File: src/psbc_pkg.sv
`timescale 1ns / 1ps
// ----------------------------------------------------------------------------
// psbc_pkg
// Shared types and constants of the pendulum swing-up / balance controller.
// ----------------------------------------------------------------------------
package psbc_pkg;

  localparam int unsigned ANGLE_W = 17;
  localparam int unsigned TIME_W  = 32;
  localparam int unsigned MODE_W  = 2;
  localparam int unsigned CMD_W   = 2;
  localparam int unsigned DRIVE_W = 16;
  localparam int unsigned VEL_W   = 32;
  localparam int unsigned CFG_IDX_W  = 3;
  localparam int unsigned CFG_DATA_W = 16;

  typedef enum logic [MODE_W-1:0] {
    MODE_IDLE    = 2'd0,
    MODE_SWING   = 2'd1,
    MODE_BALANCE = 2'd2
  } mode_e;

  typedef enum logic [CMD_W-1:0] {
    CMD_STOP = 2'd0,
    CMD_SET  = 2'd1,
    CMD_HOLD = 2'd2
  } cmd_e;

  typedef enum logic [CFG_IDX_W-1:0] {
    REG_SWING_THR   = 3'd0,
    REG_BALANCE_THR = 3'd1,
    REG_P_GAIN      = 3'd2,
    REG_D_GAIN      = 3'd3,
    REG_SWING_GAIN  = 3'd4,
    REG_SWING_LIM   = 3'd5,
    REG_BALANCE_LIM = 3'd6
  } reg_idx_e;

  typedef enum logic [3:0] {
    OP_NONE,
    OP_LOAD,
    OP_DIV_VEL,
    OP_VEL_TAKE,
    OP_DIV_IDX,
    OP_IDX_TAKE,
    OP_ROM,
    OP_MUL_A,
    OP_MUL_B,
    OP_MUL_C,
    OP_MUL_D,
    OP_MUL_E,
    OP_SUM,
    OP_RESULT
  } op_e;

  typedef enum logic [3:0] {
    ST_IDLE,
    ST_VEL_START,
    ST_VEL_WAIT,
    ST_IDX_START,
    ST_IDX_WAIT,
    ST_ROM,
    ST_MUL_A,
    ST_MUL_B,
    ST_MUL_C,
    ST_MUL_D,
    ST_MUL_E,
    ST_SUM,
    ST_RESULT
  } state_e;

  typedef struct packed {
    op_e op;
  } dp_cmd_t;

  typedef struct packed {
    logic skip_div;
    logic div_done;
    logic out_free;
  } dp_status_t;

endpackage

File: src/psbc_ctrl.sv
`timescale 1ns / 1ps
// ----------------------------------------------------------------------------
// psbc_ctrl
// Sequencer stepping the datapath through one sample.
// ----------------------------------------------------------------------------
module psbc_ctrl import psbc_pkg::*; (
  input  logic       clk_i,
  input  logic       rst_ni,
  input  logic       in_valid_i,
  output logic       in_ready_o,
  input  dp_status_t status_i,
  output dp_cmd_t    cmd_o
);

  state_e state_q, state_d;

  always_comb begin
    state_d = state_q;
    case (state_q)
      ST_IDLE:      if (in_valid_i) state_d = ST_VEL_START;
      ST_VEL_START: state_d = status_i.skip_div ? ST_IDX_START : ST_VEL_WAIT;
      ST_VEL_WAIT:  if (status_i.div_done) state_d = ST_IDX_START;
      ST_IDX_START: state_d = ST_IDX_WAIT;
      ST_IDX_WAIT:  state_d = ST_ROM;
      ST_ROM:       state_d = ST_MUL_A;
      ST_MUL_A:     state_d = ST_MUL_B;
      ST_MUL_B:     state_d = ST_MUL_C;
      ST_MUL_C:     state_d = ST_MUL_D;
      ST_MUL_D:     state_d = ST_MUL_E;
      ST_MUL_E:     state_d = ST_SUM;
      ST_SUM:       state_d = ST_RESULT;
      ST_RESULT:    if (status_i.out_free) state_d = ST_IDLE;
      default:      state_d = ST_IDLE;
    endcase
  end

  always_comb begin
    in_ready_o = 1'b0;
    cmd_o.op   = OP_NONE;
    case (state_q)
      ST_IDLE: begin
        in_ready_o = 1'b1;
        if (in_valid_i) cmd_o.op = OP_LOAD;
      end
      ST_VEL_START: if (!status_i.skip_div) cmd_o.op = OP_DIV_VEL;
      ST_VEL_WAIT:  if (status_i.div_done) cmd_o.op = OP_VEL_TAKE;
      ST_IDX_START: cmd_o.op = OP_DIV_IDX;
      ST_IDX_WAIT:  cmd_o.op = OP_IDX_TAKE;
      ST_ROM:       cmd_o.op = OP_ROM;
      ST_MUL_A:     cmd_o.op = OP_MUL_A;
      ST_MUL_B:     cmd_o.op = OP_MUL_B;
      ST_MUL_C:     cmd_o.op = OP_MUL_C;
      ST_MUL_D:     cmd_o.op = OP_MUL_D;
      ST_MUL_E:     cmd_o.op = OP_MUL_E;
      ST_SUM:       cmd_o.op = OP_SUM;
      ST_RESULT:    if (status_i.out_free) cmd_o.op = OP_RESULT;
      default: ;
    endcase
  end

  always_ff @(posedge clk_i or negedge rst_ni) begin
    if (!rst_ni) state_q <= ST_IDLE;
    else         state_q <= state_d;
  end

`ifndef SYNTHESIS
  a_result_needs_room: assert property (@(posedge clk_i) disable iff (!rst_ni)
    cmd_o.op == OP_RESULT |-> status_i.out_free) else $error("result overwrite");
  a_load_to_vel: assert property (@(posedge clk_i) disable iff (!rst_ni)
    cmd_o.op == OP_LOAD |=> state_q == ST_VEL_START) else $error("bad load step");
  a_div_wait: assert property (@(posedge clk_i) disable iff (!rst_ni)
    cmd_o.op == OP_DIV_VEL |=> !status_i.div_done) else $error("stale divide done");
  a_ready_idle: assert property (@(posedge clk_i) disable iff (!rst_ni)
    in_ready_o |-> state_q == ST_IDLE) else $error("ready outside idle");
`endif

endmodule

File: config.mk
export PLATFORM = sky130hd
export DESIGN_NAME = psbc_ctrl
export DESIGN_NICKNAME = d
export VERILOG_FILES = /design/src/psbc_pkg.sv /design/src/psbc_ctrl.sv
export SDC_FILE = /design/constraint.sdc
export NUM_CORES = 1
export LEC_CHECK = 0
export BUFFER_PORTS_ARGS = -buffer_cell sky130_fd_sc_hd__buf_2
export CAP_MARGIN = 0
export CORE_AREA = 8 8 45 47
export CTS_CLUSTER_DIAMETER = 80
export DETAILED_ROUTE_END_ITERATION = 7
export DIE_AREA = 0 0 53 55
export HOLD_SLACK_MARGIN = 0.1
export PLACE_DENSITY_LB_ADDON = 0.25
export SLEW_MARGIN = 40
export SYNTH_ARGS = -nofsm -noshare
export SYNTH_HDL_FRONTEND = slang
export SYNTH_SLANG_ARGS = --single-unit
File: constraint.sdc
create_clock -name clk_i -period 1.9 [get_ports clk_i]
set_input_delay 0.285 -clock clk_i [delete_from_list [all_inputs] [get_ports clk_i]]
set_output_delay 0.285 -clock clk_i [all_outputs]
set_load 0.005 [all_outputs]
==> results of run 1 <==
## cells in the final DEF, fill, tap and decap left out
| cell | netlist | final |
|---|---|---|
| buf_2 | 1 | 10 |
| o21ai_0 | 7 | 7 |
| nand2_1 | 5 | 5 |
| a21oi_1 | 3 | 3 |
| nor3_1 | 3 | 3 |
| clkbuf_4 | 0 | 3 |
| dfrtp_1 | 4 | 3 |
| nor2_1 | 2 | 2 |
| inv_1 | 2 | 2 |
| nor4_1 | 1 | 1 |
| and3b_1 | 1 | 1 |
| a21boi_0 | 1 | 1 |
| or3_2 | 1 | 1 |
| nor3b_1 | 1 | 1 |
| mux2i_1 | 1 | 1 |
| a211oi_1 | 1 | 1 |
| nand4bb_1 | 1 | 1 |
| nand2b_1 | 1 | 1 |
| or4b_1 | 1 | 1 |
| o31a_1 | 1 | 1 |
| o22a_1 | 1 | 1 |
| dlygate4sd3_1 | 0 | 1 |
| buf_4 | 1 | 1 |
| dfrtp_2 | 0 | 1 |
## metal layers
metal,up-vias,part of all wire,global-route usage
li1,177,-,-
met1,146,0.46,0.0688
met2,7,0.47,0.0938
met3,2,0.056,0.0241
met4,0,0.018,0.0776
met5,-,0,0
## report_power, final
| group | internal, mW | leakage, nW | total (mW) | switching, mW |
|---|---|---|---|---|
| combinational | 0.201 | 0.128 | 0.369 | 0.168 |
| sequential | 0.133 | 0.0483 | 0.238 | 0.106 |
| clock | 0.0707 | 0.0138 | 0.107 | 0.0363 |
## final cells by class
type                            count  area [sq um]
Sequential cell                     4           101
Timing Repair Buffer               12          67.6
Tap cell                           16          20.0
Fill cell                         174           973
Multi-Input combinational cell     32           191
Clock buffer                        3          22.5
Inverter                            2          7.51
## worst min path at each step
stage                     cells past startpoint  slack (ps)  startpoint                     end
after floorplan                               0         -10      rst_ni  state_q[0]$_DFFE_PN0P_
after global placement                        1          90      rst_ni  state_q[3]$_DFFE_PN0P_
after detailed placement                      1          90      rst_ni  state_q[3]$_DFFE_PN0P_
after CTS                                     2         370      rst_ni  state_q[1]$_DFFE_PN0P_
after global routing                          2         400      rst_ni  state_q[0]$_DFFE_PN0P_
final                                         2         380      rst_ni  state_q[0]$_DFFE_PN0P_
## repair_timing
action | 4_1_cts | 5_1_grt
resized for setup | 0 | 1
endpoints found under the hold margin | 4 | 0
hold buffers | 1 | 0
endpoints found under the setup margin | 0 | 1
## worst max-delay path: stages (launching register included)
cell     delay (ps)
dfrtp_1         520
inv_1           100
or3_2           500
nand2_1          70
buf_2           100
## stage by stage
stage               setup WS [ps]  utilization  hold slack (ps)
finish                       83.9        0.297              378
global route                0.676        0.297              396
CTS                          64.9        0.296              369
detailed placement            320        0.272             91.4
global placement              333        0.272             90.6
floorplan                     515            -            -10.6
## cells by family (layout without fill, tap and decap cells)
logic type | count (synthesis) | count (layout) | share of synthesized area
AOI/OAI and AO/OA | 14 | 14 | 0.247
and+or+nand+nor | 17 | 17 | 0.296
muxes | 1 | 1 | 0.0300
DFF | 4 | 4 | 0.300
buffers and inverters | 6 | 17 | 0.127
==> impl_metrics.yaml, run 1 <==
floorplan:
  initial_core_util: 0.241
  die_x_um: 53
  io_pins: 11
  die_area_sq_um: 2920
  rows: 14
  core_area_sq_um: 1380
  fp.dieH_um: 55
placed_design:
  port_buffers: 10
  place_inst: 65
  post_dp_cell_area_sq_um: 377
  finalWeightedCongestion: 0.760
  hpwl_um: 607
detailed_routing:
  final_antenna_net_count: 0
  viasPerCell: 4.81
  drc_errors: 0
  drtIter0Drc: 1
  wl_per_cell_um: 11.6
  routed_wl_um: 800
  firstDrtPassIters: 3
  dr_total_vias: 332
clock_network:
  cts.sink_count: 4
  cts-root-buf: "clkbuf_4"
  clock_latency_ps: 240
  tritoncts: "done"
  clk_pin_slew_ps: 40
  clock_path_buffers: 2
  htree_levels: 1
  cts_buffers: 3
  post_cts_buffers: 0
synth:
  ys_warn_count: 0
  synthFlopType: "dfrtp_1"
  synth_cells: 42
  synth-seq-cells: 4
  netlist_top_cells_count: "o21ai_0 (7), nand2_1 (5), dfrtp_1 (4)"
  syn-num-nets: 48
  yosys.area.top_type_share: 0.300
  async_flop_share: 1.00
  synth-edff-count: 0
  syn-cell-area_sq_um: 334
  synth.most_common_cell: "o21ai_0"
  yosysUniqueCellTypes: 22
  synth_top_area_cell: "dfrtp_1"
  synth.avg_cell_area_sq_um: 7.95
  synth.area.top_cells: "dfrtp_1 (30%), o21ai_0 (10%), buf_6 (6.7%), nand2_1 (5.6%), a21oi_1 (4.5%)"
  ys_seq_area_frac: 0.300
finish:
  largest_register_ffs: 4
  top_regs: "state_q: 4 flops"
  drive_gt1_frac: 0.302
  layout.cells.non_filler: 69
  largest-register: "state_q"
  design_area_sq_um: 410
  nets: 61
  area_growth_pct: 22.8
  antennaDiodeCount: 0
run:
  maxCapViolations: 0
global_route:
  grt_pass1_wl_um: 1340
  antenna_found_initial: 0
  gr-total-overflow: 0
  grt_max_degree: 13
  grt_pass1_vias: 310
  track_usage: 0.0657
worst_hold_path:
  hold_class: "input port to async pin"
sta:
  clock-skew-final_ps: 3.96
  drv_slew: 0
  post-route-min-period_ps: 1820
  report.final.setup_viol: 0
  worstMarginPinSlew_ps: 325
  rsz0062_at_grt: "no"
  relSlewSlack: 0.783
  timing.fmax_mhz: 551
  fin_crit_sh: 0.956
  hold_viol_final: 0
  finalSetupTns_ps: 0
setup_path:
  cp-endpoint: "cmd_o[3]"
  crit_start: "state_q[2]$_DFFE_PN0P_"
  cp.arrival_ps: 1530
  reg2regPathDepth: 3
  worstSetupEndpointType: "primary output"
  r2r_end: "state_q[0]$_DFFE_PN0P_"
  worstReg2RegStart: "state_q[2]$_DFFE_PN0P_"
  crit_fanout: 12
  crit_path_start_kind: "flip-flop"
  rrSetupSlack_ps: 450
  critPathKind: "flip-flop to primary output"
  required_ps: 1620
power_and_ir_drop:
  p_leak_nw: 0.190
  vdd_ir_drop_max_v: 0.000522
  power_uw: 715
  power_density_nw_per_um2: 1740
status:
  status: "finished clean"
(Power assumes the default switching activity.)
==> run 2, diff against run 1 <==
--- a/config.mk
+++ b/config.mk
@@ -5,6 +5,7 @@
 export SDC_FILE = /design/constraint.sdc
 export NUM_CORES = 1
 export LEC_CHECK = 0
+export ABC_AREA = 1
 export BUFFER_PORTS_ARGS = -buffer_cell sky130_fd_sc_hd__buf_2
 export CAP_MARGIN = 0
 export CORE_AREA = 8 8 45 47
==> impl_metrics.yaml, run 2 <==
power_and_ir_drop:
  share_seq_of_total_power: 0.275
  p_int_uw: 360
  p_leak_nw: 0.258
  power_density_nw_per_um2: 1600
  combPwrFrac: 0.578
  power_uw: 686
  vdd_ir_drop_max_v: 0.000545
  clkPwrFrac: 0.147
  power.switching_uw: 327
  sw_frac_of_total: 0.476
global_route:
  grt_max_degree: 7
  track_usage: 0.0570
  grt_pass1_wl_um: 1170
  antenna_found_initial: 0
  grt_pass1_vias: 298
  gr-total-overflow: 0
synth:
  synth-edff-count: 0
  ys_seq_area_frac: 0.307
  ys_warn_count: 0
  yosys.area.top_type_share: 0.307
  synth_top_area_cell: "dfrtp_1"
  syn-cell-area_sq_um: 327
  netlist_top_cells_count: "nand2_1 (13), inv_1 (8), nand3_1 (7)"
  synth-seq-cells: 4
  syn-num-nets: 58
  synth.most_common_cell: "nand2_1"
  async_flop_share: 1.00
  yosysUniqueCellTypes: 13
  synth_cells: 52
  synth.area.top_cells: "dfrtp_1 (31%), nand2_1 (15%), nand3_1 (11%), nor2_2 (9.6%), inv_1 (9.2%)"
  synth.avg_cell_area_sq_um: 6.28
  synthFlopType: "dfrtp_1"
clock_network:
  cts_buffers: 3
  cts-root-buf: "clkbuf_4"
  cts.sink_count: 4
  clock_latency_ps: 230
  clk_pin_slew_ps: 30
  tritoncts: "done"
  clock_path_buffers: 2
  htree_levels: 1
sta:
  fin_crit_sh: 0.839
  report.final.setup_viol: 0
  rsz0062_at_grt: "no"
  relSlewSlack: 0.836
  hold_viol_final: 0
  finalSetupTns_ps: 0
  worstMarginPinSlew_ps: 245
  holdWs_ps: 379
  timing.fmax_mhz: 627
  clock-skew-final_ps: 1.23
  post-route-min-period_ps: 1590
  timing.final.ws_setup_ps: 306
  drv_slew: 0
floorplan:
  die_x_um: 53
  core_area_sq_um: 1380
  fp.dieH_um: 55
  initial_core_util: 0.236
  rows: 14
  die_area_sq_um: 2920
  io_pins: 11
placed_design:
  place_ws_ps: 541
  finalWeightedCongestion: 0.705
  hpwl_um: 624
  post_dp_cell_area_sq_um: 397
  port_buffers: 10
  place_inst: 78
setup_path:
  crit_fanout: 6
  worstReg2RegStart: "state_q[2]$_DFFE_PN0P_"
  cp.arrival_ps: 1310
  crit_path_start_kind: "flip-flop"
  crit_start: "state_q[2]$_DFFE_PN0P_"
  reg2regPathDepth: 5
  worstSetupEndpointType: "primary output"
  r2r_end: "state_q[0]$_DFFE_PN0P_"
  rrSetupSlack_ps: 840
  cp-endpoint: "cmd_o[0]"
  required_ps: 1620
  critPathKind: "flip-flop to primary output"
detailed_routing:
  final_antenna_net_count: 0
  routed_wl_um: 745
  dr_total_vias: 328
  firstDrtPassIters: 5
  wl_per_cell_um: 9.09
  drc_errors: 0
  drtIter0Drc: 9
  viasPerCell: 4.00
worst_hold_path:
  hold_start: "status_i[0]"
  hold_class: "input port to flip-flop"
finish:
  final_cell_mix: "nand2_1 (13), buf_2 (10), inv_1 (8)"
  largest-register: "state_q"
  antennaDiodeCount: 0
  final_util: 0.310
  largest_register_ffs: 4
  top_regs: "state_q: 4 flops"
  layout.cells.non_filler: 82
  layout.cells.most_common: "nand2_1"
  nets: 74
  area_growth_pct: 31.4
  drive_gt1_frac: 0.379
  design_area_sq_um: 429
run:
  maxCapViolations: 0
status:
  status: "finished clean"
-- run 2: critical path, cell delays in order, from the launching register on --
cell and delay (ps):
dfrtp_1 420, nor2_2 250, nand3_1 140, nand2_1 80, inv_1 30, nand3_1 50, buf_2 110
-- run 2: cell type report --
type                       instances  area (sq um)
clock buffer                       3          22.5
multi-input combinational         36           181
fill                             166           955
inverter                          12          45.0
sequential                         4           100
timing repair buffer              11          60.1
tap                               16          20.0
-- run 2: power groups by stage --
stage	combinational, mW	sequential [mW]	clock (mW)
6_report	0.397	0.189	0.101
3_5_place_dp	0.405	0.189	0
5_1_grt	0.468	0.193	0.115
3_3_place_gp	0.405	0.188	0
2_1_floorplan	0.278	0.179	0
4_1_cts	0.407	0.188	0.108
-- run 2: timing repair --
item | 4_1_cts | 5_1_grt
buffers inserted | 0 | 0
endpoints found under the hold margin | 4 | 0
gates resized for setup | 0 | 0
hold buffers | 1 | 0
-- run 2: routing by layer --
metal | track usage | share of wire | vias to the layer above
li1 | - | - | 189
met1 | 0.0567 | 0.45 | 135
met2 | 0.0898 | 0.49 | 4
met3 | 0.0241 | 0.062 | 0
met4 | 0.0517 | 0 | 0
met5 | 0 | 0 | -
-- run 2: kinds of logic after synthesis --
| group | count (synthesis) | synth area share |
|---|---|---|
| simple gates | 31 | 0.479 |
| buf+inv | 12 | 0.138 |
| compound gates | 5 | 0.0766 |
| flops | 4 | 0.307 |
-- run 2: how the worst min path moves through the flow --
stage / end / slack, ps / depth (start not counted)
final: state_q[3]$_DFFE_PN0P_ / 380 / 4
after CTS: state_q[1]$_DFFE_PN0P_ / 380 / 2
after global routing: state_q[3]$_DFFE_PN0P_ / 390 / 4
after floorplan: state_q[0]$_DFFE_PN0P_ / -10 / 0
after global placement: state_q[2]$_DFFE_PN0P_ / 90 / 1
after detailed placement: state_q[2]$_DFFE_PN0P_ / 90 / 1
==> run 3, diff against run 2 <==
--- a/config.mk
+++ b/config.mk
@@ -5,7 +5,7 @@
 export SDC_FILE = /design/constraint.sdc
 export NUM_CORES = 1
 export LEC_CHECK = 0
-export ABC_AREA = 1
+export ABC_AREA = 0
 export BUFFER_PORTS_ARGS = -buffer_cell sky130_fd_sc_hd__buf_2
 export CAP_MARGIN = 0
 export CORE_AREA = 8 8 45 47
==> constraint.sdc (replaced) <==
create_clock -name clk_i -period 1.5 [get_ports clk_i]
set_input_delay 0.225 -clock clk_i [delete_from_list [all_inputs] [get_ports clk_i]]
set_output_delay 0.225 -clock clk_i [all_outputs]
set_load 0.005 [all_outputs]
==> impl_metrics.yaml, run 3 (synthesis results as in run 1) <==
clock_network:
  tritoncts: "done"
  clk_pin_slew_ps: 30
  htree_levels: 1
  clock_path_buffers: 2
  cts-root-buf: "clkbuf_4"
  clock_latency_ps: 230
  cts.sink_count: 4
  cts_buffers: 3
detailed_routing:
  routed_wl_um: 967
  drc_errors: 0
  firstDrtPassIters: 3
  viasPerCell: 4.83
  dr_total_vias: 372
  final_antenna_net_count: 0
  drtIter0Drc: 3
  wl_per_cell_um: 12.6
finish:
  multi_input_area_sq_um: 235
  largest-register: "state_q"
  top_regs: "state_q: 4 flops"
  layout.cells.most_common: "buf_2"
  largest_register_ffs: 4
  antennaDiodeCount: 0
  nets: 69
  final_util: 0.412
  seq_area_sq_um: 105
  drive_gt1_frac: 0.541
  layout.cells.non_filler: 77
  final_cell_mix: "buf_2 (10), o21ai_0 (5), buf_6 (4), dfrtp_2 (4)"
  area_growth_pct: 70.8
  final.fill_count: 145
sta:
  clock-skew-final_ps: 1.13
  report.final.setup_viol: 3
  drv_slew: 0
  holdWs_ps: 318
  post-route-min-period_ps: 1520
  relSlewSlack: 0.816
  rsz0062_at_grt: "yes"
  hold_viol_final: 0
  finalSetupTns_ps: -33.6
  worstMarginPinSlew_ps: 274
  fin_crit_sh: 1.02
  timing.final.ws_setup_ps: -22.5
  timing.fmax_mhz: 657
setup_path:
  critPathKind: "flip-flop to flip-flop"
  required_ps: 1610
  crit_path_start_kind: "flip-flop"
  crit_fanout: 7
  cp.arrival_ps: 1630
  worstSetupEndpointType: "flip-flop"
placed_design:
  place_inst: 68
  hpwl_um: 648
  port_buffers: 10
  finalWeightedCongestion: 0.757
global_route:
  track_usage: 0.0838
  grt_pass1_vias: 399
  globalRouteMet1Util: 0.0979
  use_met2: 0.133
  grt_busiest_layer: "met2"
  grt_max_degree: 8
  antenna_found_initial: 0
  grt_pass1_wl_um: 1810
  use_met3: 0.0321
  gr-total-overflow: 0
floorplan:
  fp.dieH_um: 55
  die_x_um: 53
  rows: 14
  die_area_sq_um: 2920
  initial_core_util: 0.241
  core_area_sq_um: 1380
  io_pins: 11
status:
  violations: "negative setup slack"
  status: "complete, but fails checks"
power_and_ir_drop:
  power_density_nw_per_um2: 2440
  vdd_ir_drop_max_v: 0.000821
  power_mw: 1.39
  p_leak_nw: 0.259
run:
  maxCapViolations: 0
worst_hold_path:
  hold_class: "input port to async pin"
run 3: metrics by stage:
| stage | worst slack [ps] | cell area [sq um] |
|---|---|---|
| 2_1_floorplan | 147 | 334 |
| 3_3_place_gp | 82.0 | 412 |
| 3_5_place_dp | 91.0 | 412 |
| 4_1_cts | -22.4 | 558 |
| 5_1_grt | -81.0 | 571 |
| 6_report | -22.5 | 571 |
run 3: cell type report:
class	instances	share of cell area
sequential	4	0.184
multi-input combinational	32	0.412
timing repair buffer	20	0.316
inverter	2	0.0132
tap	16	0.0351
clock buffer	3	0.0395
run 3: what timing repair did:
action | 4_1_cts | 5_1_grt
buffers inserted | 4 | 0
endpoints found under the setup margin | 5 | 6
cloned | 1 | 0
hold endpoints to repair | 4 | 0
gates resized for setup | 17 | 3
pin swaps | 5 | 3
hold buffers | 1 | 0
run 3: worst max-delay path, cell delays in order (launching register included):
cell     delay, ps
dfrtp_2        450
buf_6          150
or4b_1         520
o31a_1         120
o22a_1         160
run 3: layer usage:
layer / wire length (um) / up-vias
li1: - / 188
met1: 422 / 177
met2: 501 / 7
met3: 42 / 0
met4: 0 / 0
met5: 0 / -
run 3: path summary, 6_finish.rpt:
check	from	end	slack (ps)	depth (start not counted)
worst max-delay path	state_q[3]$_DFFE_PN0P_	state_q[0]$_DFFE_PN0P_	-20	4
worst min-delay path	rst_ni	state_q[3]$_DFFE_PN0P_	320	2
worst max register to register	state_q[3]$_DFFE_PN0P_	state_q[0]$_DFFE_PN0P_	-20	4
worst min register to register	state_q[3]$_DFFE_PN0P_	state_q[3]$_DFFE_PN0P_	630	2
max in group asynchronous	rst_ni	state_q[1]$_DFFE_PN0P_	1050	2
min in group clk_i	status_i[0]	state_q[0]$_DFFE_PN0P_	410	3
run 3: report_power, final:
| part | switching (mW) | internal, mW | total [mW] |
|---|---|---|---|
| Clock | 0.0380 | 0.0891 | 0.127 |
| Sequential | 0.100 | 0.177 | 0.277 |
| Combinational | 0.393 | 0.594 | 0.987 |
| Total | 0.531 | 0.860 | 1.39 |
